$ cat src/hdl/hps_pkg.sv
// Types, pattern tables and constants of the haptic pattern sequencer.
// No dependencies.
`timescale 1ns / 1ps

package hps_pkg;

    localparam int NUM_PATTERNS = 7;
    localparam int MAX_STEPS    = 5;

    typedef logic [2:0] pattern_t;
    typedef logic [2:0] step_t;
    typedef logic [7:0] ms_t;
    typedef logic [7:0] duty_t;
    typedef logic [6:0] intensity_t;

    typedef enum logic {
        OP_TICK = 1'b0,
        OP_PLAY = 1'b1
    } op_t;

    typedef enum logic [1:0] {
        REG_INTENSITY = 2'd0,
        REG_ENABLE    = 2'd1
    } cfg_reg_t;

    typedef struct packed {
        logic     busy;
        pattern_t pat;
        step_t    step;
        ms_t      elapsed;
        duty_t    duty;
    } hps_state_t;

    // Cumulative end time of each step, in ms.
    localparam ms_t STEP_END [NUM_PATTERNS][MAX_STEPS] = '{
        '{8'd15, 8'd0,  8'd0,  8'd0,  8'd0 },
        '{8'd10, 8'd40, 8'd50, 8'd0,  8'd0 },
        '{8'd50, 8'd0,  8'd0,  8'd0,  8'd0 },
        '{8'd20, 8'd40, 8'd70, 8'd0,  8'd0 },
        '{8'd10, 8'd20, 8'd30, 8'd40, 8'd50},
        '{8'd30, 8'd0,  8'd0,  8'd0,  8'd0 },
        '{8'd40, 8'd70, 8'd90, 8'd0,  8'd0 }
    };

    localparam step_t STEP_LEN [NUM_PATTERNS] = '{
        3'd1, 3'd3, 3'd1, 3'd3, 3'd5, 3'd1, 3'd3
    };

    // Bit i set: step i drives the motor.
    localparam logic [MAX_STEPS-1:0] STEP_ON [NUM_PATTERNS] = '{
        5'b00001, 5'b00101, 5'b00001, 5'b00101, 5'b10101, 5'b00001, 5'b00101
    };

    localparam intensity_t INTENSITY_MAX   = 7'd100;
    localparam duty_t      DUTY_RESET      = 8'd255;
    // duty = intensity*255/100 as (intensity * 255 * 5243) >> 19, exact for 0..100
    localparam logic [20:0] DUTY_RECIP     = 21'd1336965;
    localparam int          DUTY_SHIFT     = 19;

endpackage

$ cat src/hdl/hps_if.sv
// Channel interfaces of the haptic pattern sequencer: command, result and
// configuration write. No dependencies.
`timescale 1ns / 1ps

interface hps_in_if;
    logic       valid;
    logic       ready;
    logic       op;
    logic [2:0] pattern;

    modport source (output valid, output op, output pattern, input ready);
    modport sink   (input valid, input op, input pattern, output ready);
endinterface

interface hps_out_if;
    logic       valid;
    logic       ready;
    logic [7:0] duty;
    logic       playing;

    modport source (output valid, output duty, output playing, input ready);
    modport sink   (input valid, input duty, input playing, output ready);
endinterface

interface hps_cfg_if;
    logic       valid;
    logic       ready;
    logic [1:0] index;
    logic [6:0] data;

    modport source (output valid, output index, output data, input ready);
    modport sink   (input valid, input index, input data, output ready);
endinterface

$ cat src/hdl/hps_core.sv
// Next-state logic of the sequencer: applies one command item to the state.
// Depends on hps_pkg.
`timescale 1ns / 1ps

module hps_core (
    input  hps_pkg::hps_state_t cur,
    input  logic                op,
    input  hps_pkg::pattern_t   pattern,
    input  logic                enable,
    input  hps_pkg::duty_t      on_duty,
    output hps_pkg::hps_state_t nxt
);
    import hps_pkg::*;

    ms_t   end_ms;
    ms_t   el_inc;
    step_t step_inc;
    logic  done;

    always_comb
    begin
        end_ms   = STEP_END[cur.pat][cur.step];
        el_inc   = (cur.elapsed == 8'd255) ? cur.elapsed : cur.elapsed + 8'd1;
        step_inc = cur.step + 3'd1;
        done     = (step_inc >= STEP_LEN[cur.pat]) || (step_inc >= 3'(MAX_STEPS));
        nxt      = cur;
        case (op_t'(op))
            OP_PLAY:
            begin
                if (enable && (pattern < 3'(NUM_PATTERNS)))
                begin
                    nxt.pat     = pattern;
                    nxt.step    = '0;
                    nxt.elapsed = '0;
                    nxt.busy    = 1'b1;
                    if (STEP_ON[pattern][0])
                        nxt.duty = on_duty;
                end
            end
            default:
            begin
                if (cur.busy)
                begin
                    nxt.elapsed = el_inc;
                    if (el_inc >= end_ms)
                    begin
                        nxt.step = step_inc;
                        if (done)
                        begin
                            nxt.duty = '0;
                            nxt.busy = 1'b0;
                        end
                        else if (STEP_ON[cur.pat][step_inc])
                            nxt.duty = on_duty;
                        else
                            nxt.duty = '0;
                    end
                end
            end
        endcase
    end

endmodule

$ cat src/hdl/haptic_pattern_sequencer_unit.sv
// Haptic pattern sequencer top level: state, configuration and result register.
// Depends on hps_pkg, hps_if.sv interfaces and hps_core.
//
// Usage:
//   cmd    - command items: op 0 is a one millisecond tick, op 1 starts the
//            given pattern (ignored when disabled or pattern is 7).
//   result - one item per command: motor duty and the playing flag after
//            the command took effect.
//   cfg    - register writes: index 0 intensity (clamped to 100), index 1
//            enable. Always ready; write only while no item is in flight.
//   Latency: the result is valid the cycle after the command is accepted.
//   Throughput: one command per cycle while no result is held back; the
//   registered state update is the only loop.
//   A result register holds the pending item; cmd.ready stays high while the
//   result is empty or being taken, so a stalled receiver stalls commands
//   only while its item is still held.
//   Reset: idle, duty 0, intensity 100, enable 1, no result pending.
`timescale 1ns / 1ps

module haptic_pattern_sequencer_unit (
    input logic      clk,
    input logic      rst_n,
    hps_in_if.sink   cmd,
    hps_out_if.source result,
    hps_cfg_if.sink  cfg
);
    import hps_pkg::*;

    hps_state_t  state_reg;
    hps_state_t  state_next;
    duty_t       on_duty_reg;
    logic        enable_reg;
    logic        out_valid_reg;
    duty_t       out_duty_reg;
    logic        out_playing_reg;
    logic        cmd_accept;
    intensity_t  cfg_clamped;
    logic [27:0] cfg_product;

    assign cmd.ready  = !out_valid_reg || result.ready;
    assign cmd_accept = cmd.valid && cmd.ready;
    assign cfg.ready  = 1'b1;

    assign cfg_clamped = (cfg.data > INTENSITY_MAX) ? INTENSITY_MAX : cfg.data;
    assign cfg_product = 28'(cfg_clamped) * 28'(DUTY_RECIP);

    hps_core u_core (
        .cur     (state_reg),
        .op      (cmd.op),
        .pattern (cmd.pattern),
        .enable  (enable_reg),
        .on_duty (on_duty_reg),
        .nxt     (state_next)
    );

    always_ff @(posedge clk or negedge rst_n)
    begin
        if (!rst_n)
        begin
            state_reg     <= '0;
            on_duty_reg   <= DUTY_RESET;
            enable_reg    <= 1'b1;
            out_valid_reg <= 1'b0;
        end
        else
        begin
            if (cmd_accept)
                state_reg <= state_next;
            if (cfg.valid && cfg.ready)
            begin
                case (cfg_reg_t'(cfg.index))
                    REG_INTENSITY: on_duty_reg <= cfg_product[DUTY_SHIFT +: 8];
                    REG_ENABLE:    enable_reg  <= cfg.data[0];
                    default:       ;
                endcase
            end
            if (cmd_accept)
                out_valid_reg <= 1'b1;
            else if (result.ready)
                out_valid_reg <= 1'b0;
        end
    end

    always_ff @(posedge clk)
    begin
        if (cmd_accept)
        begin
            out_duty_reg    <= state_next.duty;
            out_playing_reg <= state_next.busy;
        end
    end

    assign result.valid   = out_valid_reg;
    assign result.duty    = out_duty_reg;
    assign result.playing = out_playing_reg;

endmodule

$ cat src/flat_wrapper.sv
// flat-port wrapper written by rule: the top's interface ports become plain ports
module haptic_pattern_sequencer_unit_flat import hps_pkg::*;
  (clk, rst_n, cmd_valid, cmd_op, cmd_pattern, cmd_ready, result_valid, result_duty, result_playing, result_ready, cfg_valid, cfg_index, cfg_data, cfg_ready);
  hps_in_if cmd_i ();
  hps_out_if result_i ();
  hps_cfg_if cfg_i ();
  input logic clk;
  input logic rst_n;
  input wire logic [$bits(cmd_i.valid)-1:0] cmd_valid;
  input wire logic [$bits(cmd_i.op)-1:0] cmd_op;
  input wire logic [$bits(cmd_i.pattern)-1:0] cmd_pattern;
  output wire logic [$bits(cmd_i.ready)-1:0] cmd_ready;
  output wire logic [$bits(result_i.valid)-1:0] result_valid;
  output wire logic [$bits(result_i.duty)-1:0] result_duty;
  output wire logic [$bits(result_i.playing)-1:0] result_playing;
  input wire logic [$bits(result_i.ready)-1:0] result_ready;
  input wire logic [$bits(cfg_i.valid)-1:0] cfg_valid;
  input wire logic [$bits(cfg_i.index)-1:0] cfg_index;
  input wire logic [$bits(cfg_i.data)-1:0] cfg_data;
  output wire logic [$bits(cfg_i.ready)-1:0] cfg_ready;
  assign cmd_i.valid = cmd_valid;
  assign cmd_i.op = cmd_op;
  assign cmd_i.pattern = cmd_pattern;
  assign cmd_ready = cmd_i.ready;
  assign result_valid = result_i.valid;
  assign result_duty = result_i.duty;
  assign result_playing = result_i.playing;
  assign result_i.ready = result_ready;
  assign cfg_i.valid = cfg_valid;
  assign cfg_i.index = cfg_index;
  assign cfg_i.data = cfg_data;
  assign cfg_ready = cfg_i.ready;
  haptic_pattern_sequencer_unit u_core (.clk(clk), .rst_n(rst_n), .cmd(cmd_i), .result(result_i), .cfg(cfg_i));
endmodule
$ cat config.mk
export PLATFORM = sky130hd
export DESIGN_NAME = haptic_pattern_sequencer_unit_flat
export DESIGN_NICKNAME = d
export VERILOG_FILES = /design/src/hdl/hps_pkg.sv /design/src/hdl/hps_if.sv /design/src/hdl/hps_core.sv /design/src/hdl/haptic_pattern_sequencer_unit.sv /design/src/flat_wrapper.sv
export SDC_FILE = /design/constraint.sdc
export NUM_CORES = 1
export LEC_CHECK = 0
export BUFFER_PORTS_ARGS = -buffer_cell sky130_fd_sc_hd__buf_4
export CAP_MARGIN = 20
export CORE_ASPECT_RATIO = 0.6
export CORE_UTILIZATION = 55
export DETAILED_ROUTE_END_ITERATION = 12
export PLACE_DENSITY = 0.76
export SYNTH_ARGS = -nofsm -noshare
export SYNTH_HDL_FRONTEND = slang
export SYNTH_SLANG_ARGS = --single-unit
$ cat constraint.sdc
create_clock -name clk -period 3.35 [get_ports clk]
set_input_delay 1.005 -clock clk [delete_from_list [all_inputs] [get_ports clk]]
set_output_delay 1.005 -clock clk [all_outputs]
set_load 0.02 [all_outputs]
# ---- After elaboration in Yosys (flattened, before gate mapping)
# Memory sizes are Yosys's and may differ from the RTL's.
# Index checks and enable logic that the tools add are counted.
dict set report classes {
  add_sub_neg 2
  mul 1
  n_div 0
  order_cmp 9
  eq_ne 3
  shift 0
  n_mux 29
  bitwise_logic 3
  reduce_logical 14
}
# operator count
set op_table {}
lappend op_table {{40-bit two-way mux} 2}
lappend op_table {{8-bit two-way mux} 7}
lappend op_table {{19-bit two-way mux} 2}
lappend op_table {{7-bit by 21-bit multiplier with 27-bit output, second input constant} 1}
lappend op_table {{8-bit binary-select mux with 3-bit select} 1}
lappend op_table {{23-bit two-way mux} 1}
lappend op_table {{4-bit greater-or-equal comparator, second input constant} 3}
lappend op_table {{3-bit inverter with 4-bit output} 3}
lappend op_table {{5-bit two-way mux} 2}
lappend op_table {{1-bit two-way mux} 9}
lappend op_table {{3-bit two-way mux} 3}
lappend op_table {{8-bit by 1-bit adder with 8-bit output, second input constant} 1}
lappend op_table {{8-bit equality test, second input constant} 1}
lappend op_table {{8-bit greater-or-equal comparator} 1}
lappend op_table {{7-bit greater-than comparator, second input constant} 1}
lappend op_table {{7-bit two-way mux} 1}
lappend op_table {{3-bit AND reduction} 2}
lappend op_table {{2-bit nonzero test} 3}
lappend op_table {{3-bit by 4-bit less-than comparator with 1-bit output, second input constant} 1}
lappend op_table {{2-bit AND reduction} 2}
lappend op_table {{4-bit AND reduction} 1}
lappend op_table {{3-bit by 1-bit adder with 3-bit output, second input constant} 1}
lappend op_table {{1-bit binary-select mux with 3-bit select} 1}
lappend op_table {{3-bit greater-or-equal comparator} 1}
lappend op_table {{other kinds (8)} 10}
dict set report word_totals {
  regBits 42
  latchBits 0
  ramBits 0
  rom_bits 424
  out_inout_bits 12
  word_cells 75
  n_memories 4
}
# name depth width read_ports rd_clocked_by_memory_dff wr line
set mem_list {}
lappend mem_list {{(name not given)} 8 40 1 0 0 hps_core.sv:22} ;# end_ms = STEP_END[cur.pat][cur.step];
lappend mem_list {{(name not given)} 8 5 1 0 0 hps_core.sv:53} ;# else if (STEP_ON[cur.pat][step_inc])
lappend mem_list {{(name not given)} 8 5 1 0 0 hps_core.sv:36} ;# if (STEP_ON[pattern][0])
lappend mem_list {{(name not given)} 8 3 1 0 0 hps_core.sv:25} ;# done = (step_inc >= STEP_LEN[cur.pat]) || (step_inc >= 3'(MAX_STEPS));

# ---- Depth between registers and ports, before layout
dict set report depth {
  depth_word 11
  ltp_mapped 17
  mapped_depth_nobuf 17
}

# ---- Hierarchy
# From an unflattened synthesis, not the netlist that was laid out.
dict set report hier_totals {
  hier_cells 507
  area_unflattened_um2 4630.7
}
# module n_inst cells_per_inst area_per_inst_um2 seq_area_each_um2
set by_module_without_submodules {}
lappend by_module_without_submodules {haptic_pattern_sequencer_unit 1 292 3241.9 1107.3}
lappend by_module_without_submodules {hps_core 1 215 1388.8 0.0}

# ---- Worst setup path after synthesis
# Ideal clock, no wire load.
dict set report synth_timing {
  kind {input -> register}
  startpoint {input port cfg_data[3]}
  endpoint {register u_core.on_duty_reg[5]}
  setup_time_ps 65
  t_arrival_ps 4775
  t_required_ps 3285
  slack_ps -1490
  cell_stages 14
  path_buffers 0
  path_cell_list {o311ai_0 > nand2_1 > inv_1 > ha_1 > fa_1 > fa_1 > ha_1 > ha_1 > and2_4 > nand4_4 > nor4_4 > o311ai_2 > or4_1 > nand3_1}
}
dict set report synth_between {
  elab_chain_len 3
}
# element line
set synth_rtl {}
lappend synth_rtl {{start, declared} flat_wrapper.sv:19} ;# input wire logic [$bits(cfg_i.data)-1:0] cfg_data;
lappend synth_rtl {{7-bit greater-than comparator} haptic_pattern_sequencer_unit.sv:44} ;# assign cfg_clamped = (cfg.data > INTENSITY_MAX) ? INTENSITY_MAX : cfg.data;
lappend synth_rtl {{7-bit two-way mux *} haptic_pattern_sequencer_unit.sv:44}
lappend synth_rtl {{7-bit by 21-bit multiplier with 27-bit output *} haptic_pattern_sequencer_unit.sv:45} ;# assign cfg_product = 28'(cfg_clamped) * 28'(DUTY_RECIP);
lappend synth_rtl {{end signal, assigned} haptic_pattern_sequencer_unit.sv:72} ;# REG_INTENSITY: on_duty_reg <= cfg_product[DUTY_SHIFT +: 8];
lappend synth_rtl {{end, declared} haptic_pattern_sequencer_unit.sv:31} ;# duty_t on_duty_reg;
# Every way passes the cells marked *; elsewhere a longest branch is shown, timed or not.
# A chain may end at the register's enable or synchronous reset.

# ---- Worst setup path after layout
dict set report layout_timing {
  startpoint {input port cfg_data[3]}
  endpoint {register u_core.on_duty_reg[7]}
}
# The elaborated chain is that of the path after synthesis.

==> flow_metrics.tcl <==
set metrics [dict create \
    grt_pass1_wl_um 21080 \
    postSynthCellCount 518 \
    finalSetupViolCount 8 \
    grt_pass1_vias 4234 \
    max-cap-violations 0 \
    hpwl_um 9827 \
    ys_types 70 \
    maxSlewHeadroom_pct 50.98 \
    chipHeight_um 73.24 \
    crit_end "u_core.on_duty_reg[7]" \
    critPathArrivalTime_ps 4680 \
    io_buffers 28 \
    place_congestion 0.9214 \
    critPathSlowestCell "fa_2" \
    post-route-util_pct 75.44 \
    synth_area_um2 4652 \
    period_share_pct 133.5 \
    peakVddDrop_uv 470.0 \
    syn_nets 623 \
    crit_chain "buf_8, o311ai_4, nand2_2, inv_2, ha_4, fa_2, ha_1, ha_1, ha_1, and2_4, nand4_4, nor4_4, buf_4, buf_4, nor4_4, a211oi_1, or3b_1" \
    grt_use_total_pct 31.00 \
    r2r_slack_ps 130 \
    endpoint_kind "flop" \
    start_kind "input port" \
    slowest_delay_ps 520 \
    drive_above_1_share_pct 30.88 \
    seq_area_um2 1111 \
    synth-edff-count 9 \
    nNetsFinal 716 \
    post-route-drc-count 0 \
    start_util_pct 57.87 \
    hold_violations 0 \
    wire_per_inst_um 19.35 \
    antenna_cells 0 \
    ys_seq_elements 42 \
    timing.rr.end "u_core.result.duty[0]" \
    h-tree-depth 2 \
    antenna_found_initial 0 \
    synth_ff_type "dfrtp_1" \
    largest_register_ffs 23 \
    powerDensity_nw_per_um2 726.8 \
    cts_tree "yes" \
    power_leakage_nw 2.829 \
    grt_max_degree 34 \
    num_io_pins 30 \
    clk_latency_ps 290 \
    layout_commonest_cell "buf_4" \
    status "finished, violations left" \
    multi_input_area_um2 3641 \
    cp_common_cell "ha_1" \
    ys_seq_area_share_pct 23.80 \
    first_pass_iters 5 \
    yosys_warnings 0 \
    violations "negative setup slack" \
    async_reset_ff_share_pct 78.57 \
    cts_sinks 42 \
    cp_max_fo 3 \
    placementRows 25 \
    die_x_um 120.7 \
    tightest_slew_ps 732.6 \
    layout_min_cycle_time_ps 4473 \
    antenna_left 0 \
    drtIter0Drc 545 \
    syn_avg_cell_area_um2 8.981 \
    fin_ws_ps -1123 \
    fin_tns_setup_ps -7851 \
    hold_buffers 0 \
    clockBufferDepth 2 \
    syn2layout_area_growth_pct 30.37 \
    reg2reg_from "u_core.state_reg[19]" \
    cp-startpoint "cfg_data[3]" \
    path_clk_slew_ps 60 \
    fmax_mhz 223.5 \
    numCtsBuffers 5 \
    crit_type "in2reg" \
    final_cell_mix "buf_4, ha_1, nand2_1" \
    routed_wl_um 13930 \
    grt_overflow_total 0 \
    dieArea_um2 8842 \
    skew_ps 2.306 \
    clock-root-buffer "clkbuf_16" \
    drt-vias-per-instance 6.278 \
    reg2regPathDepth 12 \
    rsz0062_at_grt "true" \
    fillerInstances 555 \
    design.core.area_um2 8039 \
    required_ps 3560 \
    hold_path_class "reg2reg" \
    slew_violations 0 \
    num_vias 4520 \
]
## synthesized netlist by cell type, types with 2 or more instances
library cell	instances	area [um^2]
mux2_2	6	67.56
nand2b_1	7	43.79
nand4_1	10	62.56
inv_1	42	157.7
nand2_1	49	183.9
a21oi_1	36	180.2
nor3b_1	2	15.01
o21ai_1	3	15.01
buf_2	2	10.01
mux2i_1	14	140.1
a211oi_1	5	37.54
or2_2	3	18.77
and2_1	6	37.54
a22oi_1	9	67.56
clkbuf_1	13	48.80
dfstp_2	9	236.5
edfxtp_1	9	270.3
and3_1	9	56.30
a22o_1	4	35.03
nor2b_1	3	18.77
nand3b_1	3	22.52
o31ai_1	4	30.03
a21o_1	11	82.58
o22ai_1	11	68.82
nor3_2	8	80.08
ha_1	74	925.9
o21a_1	3	22.52
dfrtp_1	24	600.6
o21ai_0	28	140.1
nor2_1	19	71.32
buf_1	2	7.510
o211ai_1	6	45.04
a31oi_1	11	68.82
or3_1	3	18.77
nand3_1	10	50.05
xor2_1	4	35.03
xnor2_1	5	43.79
o21ai_2	2	17.52
nor3_1	3	15.01
fa_1	13	260.3
buf_4	2	15.01
o21bai_1	2	15.01
or4_1	2	15.01
## report_power, final
part | internal [mW] | total (mW) | switching (mW) | leakage, nW
combinational | 1.24 | 2.86 | 1.62 | 2.28
sequential | 0.744 | 0.983 | 0.239 | 0.474
clock | 0.352 | 0.568 | 0.215 | 0.0771
total | 2.33 | 4.41 | 2.07 | 2.83
## repair_timing
action                                 4_1_cts  5_1_grt
gates resized for setup                     19       22
endpoints found under the hold margin        0        0
setup endpoints to repair                    8       26
pin swaps                                    5       16
setup buffers                                4        9
## metal layers
metal	track usage [%]	up-vias	wire length, um
met3	5.469	27	1109
met2	47.45	219	6322
met4	6.036	0	231
li1	-	2097	-
met5	0	-	0
met1	45.96	2177	6267
## area by class of cell
class / instances / area share [%]
inverters: 43 / 2.661
repair buffers: 105 / 14.01
flip-flops and latches: 42 / 18.32
well taps: 108 / 2.228
clock inverters: 2 / 0.6189
multi-input cells: 414 / 60.04
clock buffers: 6 / 2.125
## how the worst min path moves through the flow
stage | startpoint | to | slack (ps) | depth (start not counted)
floorplan | u_core.on_duty_reg[1] | u_core.on_duty_reg[1] | 460 | 2
global route | u_core.on_duty_reg[3] | u_core.on_duty_reg[3] | 520 | 2
finish | u_core.on_duty_reg[3] | u_core.on_duty_reg[3] | 490 | 2
detailed placement | u_core.on_duty_reg[3] | u_core.on_duty_reg[3] | 480 | 2
CTS | u_core.on_duty_reg[3] | u_core.on_duty_reg[3] | 490 | 2
global placement | u_core.on_duty_reg[1] | u_core.on_duty_reg[1] | 470 | 2
## cells by family after synthesis
group,count (synthesis),share of synthesized area (%)
compound gates,151,21.62
xor+xnor,9,1.694
fa+ha+maj,87,25.50
buf+inv,62,5.218
flops,42,23.80
mux,21,4.707
other cells,1,0.08061
simple gates,145,17.38
## worst max-delay path: cells and delay by family
kind | cells | cell delay, ps
AO/OA/AOI/OAI | 2 | 430
adder cells (fa/ha/maj) | 5 | 1550
buffers and inverters | 4 | 510
AND/OR/NAND/NOR | 6 | 1170
## metrics by stage
stage	power [mW]	setup WS (ps)	hold WS, ps	instances	instance area (um^2)
floorplan	2.725	-1060	456.5	518	4836
global placement	3.360	-1435	474.9	699	5590
detailed placement	3.498	-1512	482.4	699	5590
CTS	4.140	-1093	491.6	711	5879
global route	4.682	-1206	522.0	720	6065
finish	4.408	-1123	490.8	720	6065
Note: power is estimated with default switching activity, not from simulation.
